$ cat config.mk
export PLATFORM = sky130hd
export DESIGN_NAME = slicing_shape_curve_combine
export DESIGN_NICKNAME = d
export VERILOG_FILES = /design/src/rtl/sscc_pkg.sv /design/src/rtl/slicing_shape_curve_combine.sv
export SDC_FILE = /design/constraint.sdc
export NUM_CORES = 2
export LEC_CHECK = 0
export ABC_AREA = 0
export BUFFER_PORTS_ARGS = -buffer_cell sky130_fd_sc_hd__buf_2
export CORE_UTILIZATION = 24
export CTS_CLUSTER_SIZE = 16
export DETAILED_ROUTE_END_ITERATION = 10
export PLACE_DENSITY = 0.34
export SLEW_MARGIN = 20
export SYNTH_ARGS = -nofsm -noshare
export SYNTH_HDL_FRONTEND = slang
export SYNTH_SLANG_ARGS = --single-unit
$ cat constraint.sdc
create_clock -name clk_i -period 10.05 [get_ports clk_i]
set_clock_uncertainty 0.2 [all_clocks]
set_input_delay 2.5125 -clock clk_i [delete_from_list [all_inputs] [get_ports clk_i]]
set_output_delay 2.5125 -clock clk_i [all_outputs]
set_load 0.05 [all_outputs]
$ cat src/rtl/sscc_pkg.sv
// Package for the slicing shape-curve combiner.
// Holds sizes, item kind codes and the sequencer state type; no dependencies.
package sscc_pkg;
  localparam int unsigned MaxShapes = 32;
  localparam int unsigned DimBits   = 20;
  localparam int unsigned IdxBits   = $clog2(MaxShapes);
  localparam int unsigned CntBits   = $clog2(MaxShapes + 1);

  typedef logic [DimBits-1:0] dim_t;
  typedef logic [IdxBits-1:0] idx_t;
  typedef logic [CntBits-1:0] cnt_t;

  typedef enum logic [1:0] {
    KindLoadLeft  = 2'd0,
    KindLoadRight = 2'd1,
    KindLeaf      = 2'd2,
    KindCombine   = 2'd3
  } kind_e;

  typedef enum logic [9:0] {
    StIdle   = 10'b00_0000_0001,
    StCurRd  = 10'b00_0000_0010,
    StCurWt  = 10'b00_0000_0100,
    StShift  = 10'b00_0000_1000,
    StPut    = 10'b00_0001_0000,
    StWalkRd = 10'b00_0010_0000,
    StWalkOp = 10'b00_0100_0000,
    StLeafA  = 10'b00_1000_0000,
    StLeafB  = 10'b01_0000_0000,
    StEmpty  = 10'b10_0000_0000
  } state_e;
endpackage

$ cat src/rtl/slicing_shape_curve_combine.sv
// Top level of the slicing shape-curve combiner.
// Depends on sscc_pkg for sizes, kind codes and the state type.
//
// Loads can follow back to back and emit nothing; a load into a full list
// is dropped and the overflow flag is set until the next combine. A leaf
// emits its two orientations, wider first, and the block is ready again
// once the second is loaded into the output register. A combine with an
// empty child list emits one result marked empty and is done once that
// result is loaded into the output register. Any other combine sorts each
// child list in place with a stable insertion sort that uses one key
// comparator, one write port and one read port per list: inserting
// element i fetches it and its upper neighbor, moves each neighbor with a
// strictly smaller key down one slot and then writes the element into its
// slot. The walk then reads both lists together and emits one merged shape
// for each pair of entries it reads, at most ln+rn-1 of them. Each emit
// waits while the output register stays full. The block is not ready while
// a leaf or combine is in work.
module slicing_shape_curve_combine (
  input  logic                 clk_i,
  input  logic                 rst_ni,
  input  logic                 valid_i,
  output logic                 ready_o,
  input  logic [1:0]           kind_i,
  input  logic                 cut_i,
  input  sscc_pkg::dim_t       shape_width_i,
  input  sscc_pkg::dim_t       shape_height_i,
  output logic                 valid_o,
  input  logic                 ready_i,
  output sscc_pkg::dim_t       out_width_o,
  output sscc_pkg::dim_t       out_height_o,
  output sscc_pkg::idx_t       left_pick_o,
  output sscc_pkg::idx_t       right_pick_o,
  output logic                 last_o,
  output logic                 empty_res_o,
  output logic                 overflow_o
);
  import sscc_pkg::*;

  // Each list is a memory of (width, height) with a write port and a read port.
  logic [2*DimBits-1:0] lmem [MaxShapes];
  logic [2*DimBits-1:0] rmem [MaxShapes];
  logic [2*DimBits-1:0] lrd_q, rrd_q;

  state_e state_q, state_d;
  cnt_t   lcnt_q, lcnt_d, rcnt_q, rcnt_d;
  logic   drop_q, drop_d, vert_q, vert_d, side_q, side_d;
  // Sort: i is the element being inserted, j its current slot.
  idx_t   i_q, i_d, j_q, j_d;
  // Held element during the sort, or the leaf dimensions.
  logic [2*DimBits-1:0] cur_q, cur_d;
  // Walk indices.
  idx_t   l_q, l_d, r_q, r_d;

  // Output register.
  logic   ovalid_q, ovalid_d;
  dim_t   ow_q, oh_q;
  idx_t   olp_q, orp_q;
  logic   olast_q, oempty_q, oovf_q;

  // Result that is loaded into the output register this cycle.
  logic   emit;
  dim_t   e_w, e_h;
  idx_t   e_lp, e_rp;
  logic   e_last, e_empty;

  logic out_free, place;
  assign ready_o  = (state_q == StIdle);
  assign out_free = !ovalid_q || ready_i;

  function automatic dim_t key_f(logic [2*DimBits-1:0] s, logic v);
    key_f = v ? s[DimBits-1:0] : s[2*DimBits-1:DimBits];
  endfunction

  function automatic dim_t sat_f(dim_t a, dim_t b);
    logic [DimBits:0] s;
    s = {1'b0, a} + {1'b0, b};
    sat_f = s[DimBits] ? {DimBits{1'b1}} : s[DimBits-1:0];
  endfunction

  // Memory port: one write address; the load kind or the active side selects the list.
  logic                 we;
  idx_t                 waddr, lraddr, rraddr;
  logic [2*DimBits-1:0] wdata;
  logic                 wsel_right;

  always_ff @(posedge clk_i) begin
    if (we && !wsel_right) lmem[waddr] <= wdata;
    if (we && wsel_right)  rmem[waddr] <= wdata;
    lrd_q <= lmem[lraddr];
    rrd_q <= rmem[rraddr];
  end

  cnt_t ncnt;
  assign ncnt = side_q ? rcnt_q : lcnt_q;

  logic [2*DimBits-1:0] rd_side;
  assign rd_side = side_q ? rrd_q : lrd_q;

  // Leaf orientations from the held dimensions.
  dim_t leaf_big, leaf_sml;
  assign leaf_big = (cur_q[2*DimBits-1:DimBits] > cur_q[DimBits-1:0])
                    ? cur_q[2*DimBits-1:DimBits] : cur_q[DimBits-1:0];
  assign leaf_sml = (cur_q[2*DimBits-1:DimBits] >= cur_q[DimBits-1:0])
                    ? cur_q[DimBits-1:0] : cur_q[2*DimBits-1:DimBits];

  // Walk arithmetic on the registered reads.
  dim_t lk, rk, mw, mh;
  logic adv_l, adv_r, walk_end;
  cnt_t nl, nr;
  assign lk       = key_f(lrd_q, vert_q);
  assign rk       = key_f(rrd_q, vert_q);
  assign adv_l    = lk >= rk;
  assign adv_r    = lk <= rk;
  assign nl       = cnt_t'(l_q) + cnt_t'(adv_l);
  assign nr       = cnt_t'(r_q) + cnt_t'(adv_r);
  assign walk_end = (nl >= lcnt_q) || (nr >= rcnt_q);
  always_comb begin
    if (vert_q) begin
      mw = sat_f(lrd_q[2*DimBits-1:DimBits], rrd_q[2*DimBits-1:DimBits]);
      mh = (lrd_q[DimBits-1:0] > rrd_q[DimBits-1:0]) ? lrd_q[DimBits-1:0]
                                                      : rrd_q[DimBits-1:0];
    end else begin
      mw = (lrd_q[2*DimBits-1:DimBits] > rrd_q[2*DimBits-1:DimBits])
           ? lrd_q[2*DimBits-1:DimBits] : rrd_q[2*DimBits-1:DimBits];
      mh = sat_f(lrd_q[DimBits-1:0], rrd_q[DimBits-1:0]);
    end
  end

  always_comb begin
    state_d    = state_q;
    lcnt_d     = lcnt_q;
    rcnt_d     = rcnt_q;
    drop_d     = drop_q;
    vert_d     = vert_q;
    side_d     = side_q;
    i_d        = i_q;
    j_d        = j_q;
    l_d        = l_q;
    r_d        = r_q;
    cur_d      = cur_q;
    we         = 1'b0;
    wsel_right = side_q;
    waddr      = j_q;
    wdata      = cur_q;
    lraddr     = i_q;
    rraddr     = i_q;
    place      = 1'b0;
    emit       = 1'b0;
    e_w        = '0;
    e_h        = '0;
    e_lp       = '0;
    e_rp       = '0;
    e_last     = 1'b0;
    e_empty    = 1'b0;

    case (state_q)
      StIdle: begin
        if (valid_i) begin
          case (kind_e'(kind_i))
            KindLoadLeft: begin
              if (lcnt_q < cnt_t'(MaxShapes)) begin
                we         = 1'b1;
                wsel_right = 1'b0;
                waddr      = lcnt_q[IdxBits-1:0];
                wdata      = {shape_width_i, shape_height_i};
                lcnt_d     = lcnt_q + cnt_t'(1);
              end else begin
                drop_d = 1'b1;
              end
            end
            KindLoadRight: begin
              if (rcnt_q < cnt_t'(MaxShapes)) begin
                we         = 1'b1;
                wsel_right = 1'b1;
                waddr      = rcnt_q[IdxBits-1:0];
                wdata      = {shape_width_i, shape_height_i};
                rcnt_d     = rcnt_q + cnt_t'(1);
              end else begin
                drop_d = 1'b1;
              end
            end
            KindLeaf: begin
              cur_d   = {shape_width_i, shape_height_i};
              state_d = StLeafA;
            end
            default: begin
              vert_d = cut_i;
              l_d    = '0;
              r_d    = '0;
              i_d    = idx_t'(1);
              j_d    = idx_t'(1);
              if ((lcnt_q == cnt_t'(0)) || (rcnt_q == cnt_t'(0))) begin
                state_d = StEmpty;
              end else if (lcnt_q > cnt_t'(1)) begin
                side_d  = 1'b0;
                state_d = StCurRd;
              end else if (rcnt_q > cnt_t'(1)) begin
                side_d  = 1'b1;
                state_d = StCurRd;
              end else begin
                state_d = StWalkRd;
              end
            end
          endcase
        end
      end
      StCurRd: state_d = StCurWt;
      StCurWt: begin
        // The held element arrives; fetch its upper neighbor.
        cur_d   = rd_side;
        lraddr  = j_q - idx_t'(1);
        rraddr  = j_q - idx_t'(1);
        state_d = StShift;
      end
      StShift: begin
        if (key_f(rd_side, vert_q) < key_f(cur_q, vert_q)) begin
          // Move the neighbor down one slot and fetch the next one.
          we    = 1'b1;
          wdata = rd_side;
          j_d   = j_q - idx_t'(1);
          if (j_q == idx_t'(1)) begin
            state_d = StPut;
          end else begin
            lraddr = j_q - idx_t'(2);
            rraddr = j_q - idx_t'(2);
          end
        end else begin
          we    = 1'b1;
          place = 1'b1;
        end
      end
      StPut: begin
        we    = 1'b1;
        place = 1'b1;
      end
      StWalkRd: begin
        lraddr  = l_q;
        rraddr  = r_q;
        state_d = StWalkOp;
      end
      StWalkOp: begin
        // Keep reading the same entries so the data holds while stalled.
        lraddr = l_q;
        rraddr = r_q;
        if (out_free) begin
          emit   = 1'b1;
          e_w    = mw;
          e_h    = mh;
          e_lp   = l_q;
          e_rp   = r_q;
          e_last = walk_end;
          l_d    = nl[IdxBits-1:0];
          r_d    = nr[IdxBits-1:0];
          if (walk_end) begin
            lcnt_d  = '0;
            rcnt_d  = '0;
            drop_d  = 1'b0;
            state_d = StIdle;
          end else begin
            state_d = StWalkRd;
          end
        end
      end
      StLeafA: begin
        if (out_free) begin
          emit    = 1'b1;
          e_w     = leaf_big;
          e_h     = leaf_sml;
          state_d = StLeafB;
        end
      end
      StLeafB: begin
        if (out_free) begin
          emit    = 1'b1;
          e_w     = leaf_sml;
          e_h     = leaf_big;
          e_last  = 1'b1;
          state_d = StIdle;
        end
      end
      StEmpty: begin
        if (out_free) begin
          emit    = 1'b1;
          e_last  = 1'b1;
          e_empty = 1'b1;
          lcnt_d  = '0;
          rcnt_d  = '0;
          drop_d  = 1'b0;
          state_d = StIdle;
        end
      end
      default: state_d = StIdle;
    endcase

    // The held element has been written; go on with the next one, the other
    // list, or the walk.
    if (place) begin
      if (cnt_t'(i_q) + cnt_t'(1) < ncnt) begin
        i_d     = i_q + idx_t'(1);
        j_d     = i_q + idx_t'(1);
        state_d = StCurRd;
      end else if (!side_q && (rcnt_q > cnt_t'(1))) begin
        side_d  = 1'b1;
        i_d     = idx_t'(1);
        j_d     = idx_t'(1);
        state_d = StCurRd;
      end else begin
        state_d = StWalkRd;
      end
    end
  end

  assign ovalid_d = emit || (ovalid_q && !ready_i);

  always_ff @(posedge clk_i or negedge rst_ni) begin
    if (!rst_ni) begin
      state_q  <= StIdle;
      lcnt_q   <= '0;
      rcnt_q   <= '0;
      drop_q   <= 1'b0;
      vert_q   <= 1'b0;
      side_q   <= 1'b0;
      i_q      <= '0;
      j_q      <= '0;
      l_q      <= '0;
      r_q      <= '0;
      cur_q    <= '0;
      ovalid_q <= 1'b0;
      ow_q     <= '0;
      oh_q     <= '0;
      olp_q    <= '0;
      orp_q    <= '0;
      olast_q  <= 1'b0;
      oempty_q <= 1'b0;
      oovf_q   <= 1'b0;
    end else begin
      state_q  <= state_d;
      lcnt_q   <= lcnt_d;
      rcnt_q   <= rcnt_d;
      drop_q   <= drop_d;
      vert_q   <= vert_d;
      side_q   <= side_d;
      i_q      <= i_d;
      j_q      <= j_d;
      l_q      <= l_d;
      r_q      <= r_d;
      cur_q    <= cur_d;
      ovalid_q <= ovalid_d;
      if (emit) begin
        ow_q     <= e_w;
        oh_q     <= e_h;
        olp_q    <= e_lp;
        orp_q    <= e_rp;
        olast_q  <= e_last;
        oempty_q <= e_empty;
        oovf_q   <= drop_q;
      end
    end
  end

  assign valid_o      = ovalid_q;
  assign out_width_o  = ow_q;
  assign out_height_o = oh_q;
  assign left_pick_o  = olp_q;
  assign right_pick_o = orp_q;
  assign last_o       = olast_q;
  assign empty_res_o  = oempty_q;
  assign overflow_o   = oovf_q;

endmodule

==> flow_summary.yaml <==
clock_network:
  h-tree-depth: 5
  cts_resized: 0
  cts_buffers: 328
  clk-insertion-delay-late_ns: 0.98
  cts_tree: "built"
  clock_sinks: 2779
  hold_buffers: 0
  path_clk_slew_ns: 0.06
  root_buffer: "clkbuf_16"
  clockBufferDepth: 4
  post_cts_buffers: 0
synthesis:
  synth_top_family_by_area: "simple AND/OR/NAND/NOR gates"
  synthCells: 8906
  synth_edf_count: 2560
  ys_seq_area_share_pct: 70.1
  netlist-cell-type-count: 83
  synth_top_cell_by_area: "edfxtp_1"
  yosys.area.top_type_share_pct: 65.8
  synth_nets: 9128
  synth-simple-area-share_pct: 12.0
  synth.mux.area_fraction_pct: 3.69
  yosys-top-cells-count: "edfxtp_1, nand2_1, nand3_1, mux2i_1, a21oi_1"
  synth_compound_area_share_pct: 9.44
  synth_xor_area_share_pct: 0.367
  synth_seq_cells: 2779
  synth.area.top_cells: "edfxtp_1, nand2_1, mux2i_1"
  synthFlopType: "edfxtp_1"
  synthArstFlopShare_pct: 5.00
  synth_area_um2: 117000
  synth_most_common_cell: "edfxtp_1"
  ys_warn_count: 0
  yosys.area_share.adder_pct: 1.89
  avgSynthCellArea_um2: 13.1
grt:
  antenna_found_initial: 52
  grt_max_degree: 134
  grt_pass1_vias: 75200
  grt_usage_pct: 18.8
  grt_pass1_wl_um: 650000
  gr-total-overflow: 0
placed_design:
  numPortBuffers: 101
  gp_congestion: 0.821
  placedCellCount: 15200
  dpl.hpwl_um: 290000
power_and_ir_drop:
  p_sw_share_pct: 41.9
  seq_power_share_pct: 34.9
  power_density_nw_per_um2: 327
  clkPwrFrac_pct: 26.7
  p_leak_nw: 46.8
  peakVddDrop_mv: 0.226
  p_sw_mw: 18.9
  pwr-share-comb_pct: 38.4
  internal_power_mw: 26.2
setup_path:
  crit_path_top_delay_cell: "nor4_1"
  arrival_ns: 8.85
  worstPathCellList: "buf_4 > mux2i_1 > mux2i_1 > ha_1 > nand4_1 > nor4_1 > nor2b_1 > a211oi_2 > nand4_1 > and3_1 > or3_1 > or3_1 > buf_4 > a21oi_1 > nor4_1 > nand4_1"
  worstPathMaxFanout: 37
  r2r_slack_ns: 1.62
  crit_type: "flip-flop to flip-flop"
  crit_top_cell: "nand4_1"
  critPathLaunchType: "flip-flop"
  cp-end-kind: "flip-flop"
  max_stage_delay_ns: 0.88
  cp.required_ns: 10.47
timing:
  finalCritPeriodShare_pct: 83.9
  drv_slew: 0
  worstMarginPinSlew_ns: 1.31
  period_needed_ns: 8.43
  hold_violations: 0
  slew_headroom_pct: 12.8
  fmax_ghz: 0.119
  tns_ns: 0
  rsz0062_at_grt: "false"
  setup_viol: 0
job:
  drv_cap: 0
finish:
  area_delta_synth_final_pct: 18.0
  drive_gt1_share_pct: 12.5
  nets: 9321
  final_cells: 15800
route:
  ant_nets: 0
  drc_errors: 0
  via_count: 77700
  via_per_inst: 4.91
  post_drt_wl_per_cell_um: 30.0
  drtIter0Drc: 7056
  firstDrtPassIters: 6
  drt-total-wl_um: 475000
die:
  die_x_um: 700
  pin_count: 102
  die_h_um: 700
  fp.dieArea_um2: 490000
  initial_core_util_pct: 24.2
  coreArea_um2: 484000
  num_rows: 255
hold_path:
  worstHoldPathType: "flip-flop to flip-flop"
run_status:
  status: "complete, no violations"
## routing by layer
layer / part of all wire [%] / track usage (%) / vias up
met5: 0.0027 / 0 / -
met4: 2.0 / 3.84 / 2
met3: 4.8 / 2.15 / 409
met2: 43 / 28.3 / 2281
met1: 50 / 29.0 / 40900
li1: - / - / 34100
## path summary, 6_finish.rpt
| path | start | endpoint | cells past startpoint |
|---|---|---|---|
| max | side_q$_DFF_PN0_ | rrd_q[17]$_DFF_P_ | 16 |
| min | out_width_o[2]$_DFFE_PN0P_ | out_width_o[2]$_DFFE_PN0P_ | 2 |
| max reg2reg | side_q$_DFF_PN0_ | rrd_q[17]$_DFF_P_ | 16 |
| min reg2reg | out_width_o[2]$_DFFE_PN0P_ | out_width_o[2]$_DFFE_PN0P_ | 2 |
| max in group asynchronous | rst_ni | vert_q$_DFFE_PN0P_ | 2 |
| min in group asynchronous | rst_ni | overflow_o$_DFFE_PN0P_ | 1 |
## power by group through the flow
stage	registers (mW)	logic (mW)	clock network, mW
floorplan	15.4	9.57	0
global placement	16.0	17.4	0
detailed placement	16.0	17.4	0
CTS	15.8	17.5	12.4
global route	15.8	18.7	12.8
finish	15.8	17.3	12.1
## cell families (layout without fill, tap and decap cells)
| kind of cell | after synthesis | count (layout) |
|---|---|---|
| AOI/OAI and AO/OA | 1587 | 1587 |
| xor gates and xnor gates | 49 | 49 |
| adders and majority gates | 175 | 175 |
| buffers and inverters | 705 | 1175 |
| DFF | 2779 | 2779 |
| muxes | 423 | 423 |
| other | 0 | 27 |
| and+or+nand+nor | 3188 | 3188 |
## worst max-delay path, delay by kind of cell (launching register included)
kind | cells | cell delay [ns]
buffers and inverters | 2 | 0.90
AOI/OAI and AO/OA | 2 | 0.22
muxes | 2 | 0.70
and+or+nand+nor | 9 | 5.03
adders and majority gates | 1 | 0.34
DFF | 1 | 0.63
## placed cells by master (no fill, tap or decap), types with 34 or more instances in the layout
master / count
a2111oi_0: 52
a211oi_1: 301
a21o_1: 34
a21oi_1: 355
a22oi_1: 48
a311oi_1: 58
a31oi_1: 197
a32oi_1: 76
and2_1: 165
and3_1: 125
buf_12: 37
buf_2: 103
buf_4: 291
clkbuf_1: 81
clkbuf_16: 334
clkinv_1: 58
clkinv_2: 58
dfrtp_1: 136
dfxtp_1: 80
edfxtp_1: 2560
ha_1: 173
inv_1: 121
mux2_2: 60
mux2i_1: 363
nand2_1: 1825
nand3_1: 450
nand4_1: 80
nor2_1: 257
nor2_4: 71
nor4_1: 41
o2111ai_1: 48
o211ai_1: 52
o21ai_0: 133
## layout make-up
class	instances	area (µm²)
well taps	6425	8040
inverters	136	510
repair buffers	432	3450
diodes	27	67.6
fillers	49300	346000
clock buffers	433	8910
multi-input cells	5422	33200
flip-flops and latches	2779	82000
clock inverters	174	1780
## state kept, by name, indices dropped and copies added, names as in the netlist, 6 cells and up
name,count
rmem,1280
lmem,1280
state_q,10
rrd_q,40
rcnt_q,6
out_width_o,20
lcnt_q,6
lrd_q,40
out_height_o,20
cur_q,40
## through the flow
stage / hold WS [ns] / area [µm²] / total power [mW] / util, % / setup slack [ns]
detailed placement: 0.262 / 127000 / 33.4 / 26.3 / 1.75
finish: 0.272 / 138000 / 45.1 / 28.5 / 1.62
CTS: 0.276 / 138000 / 45.6 / 28.5 / 1.74
floorplan: 0.243 / 117000 / 25.0 / - / 3.51
global route: 0.306 / 138000 / 47.2 / 28.5 / 1.46
global placement: 0.265 / 127000 / 33.4 / 26.3 / 0.459
Power figures use the tool's default switching activity.
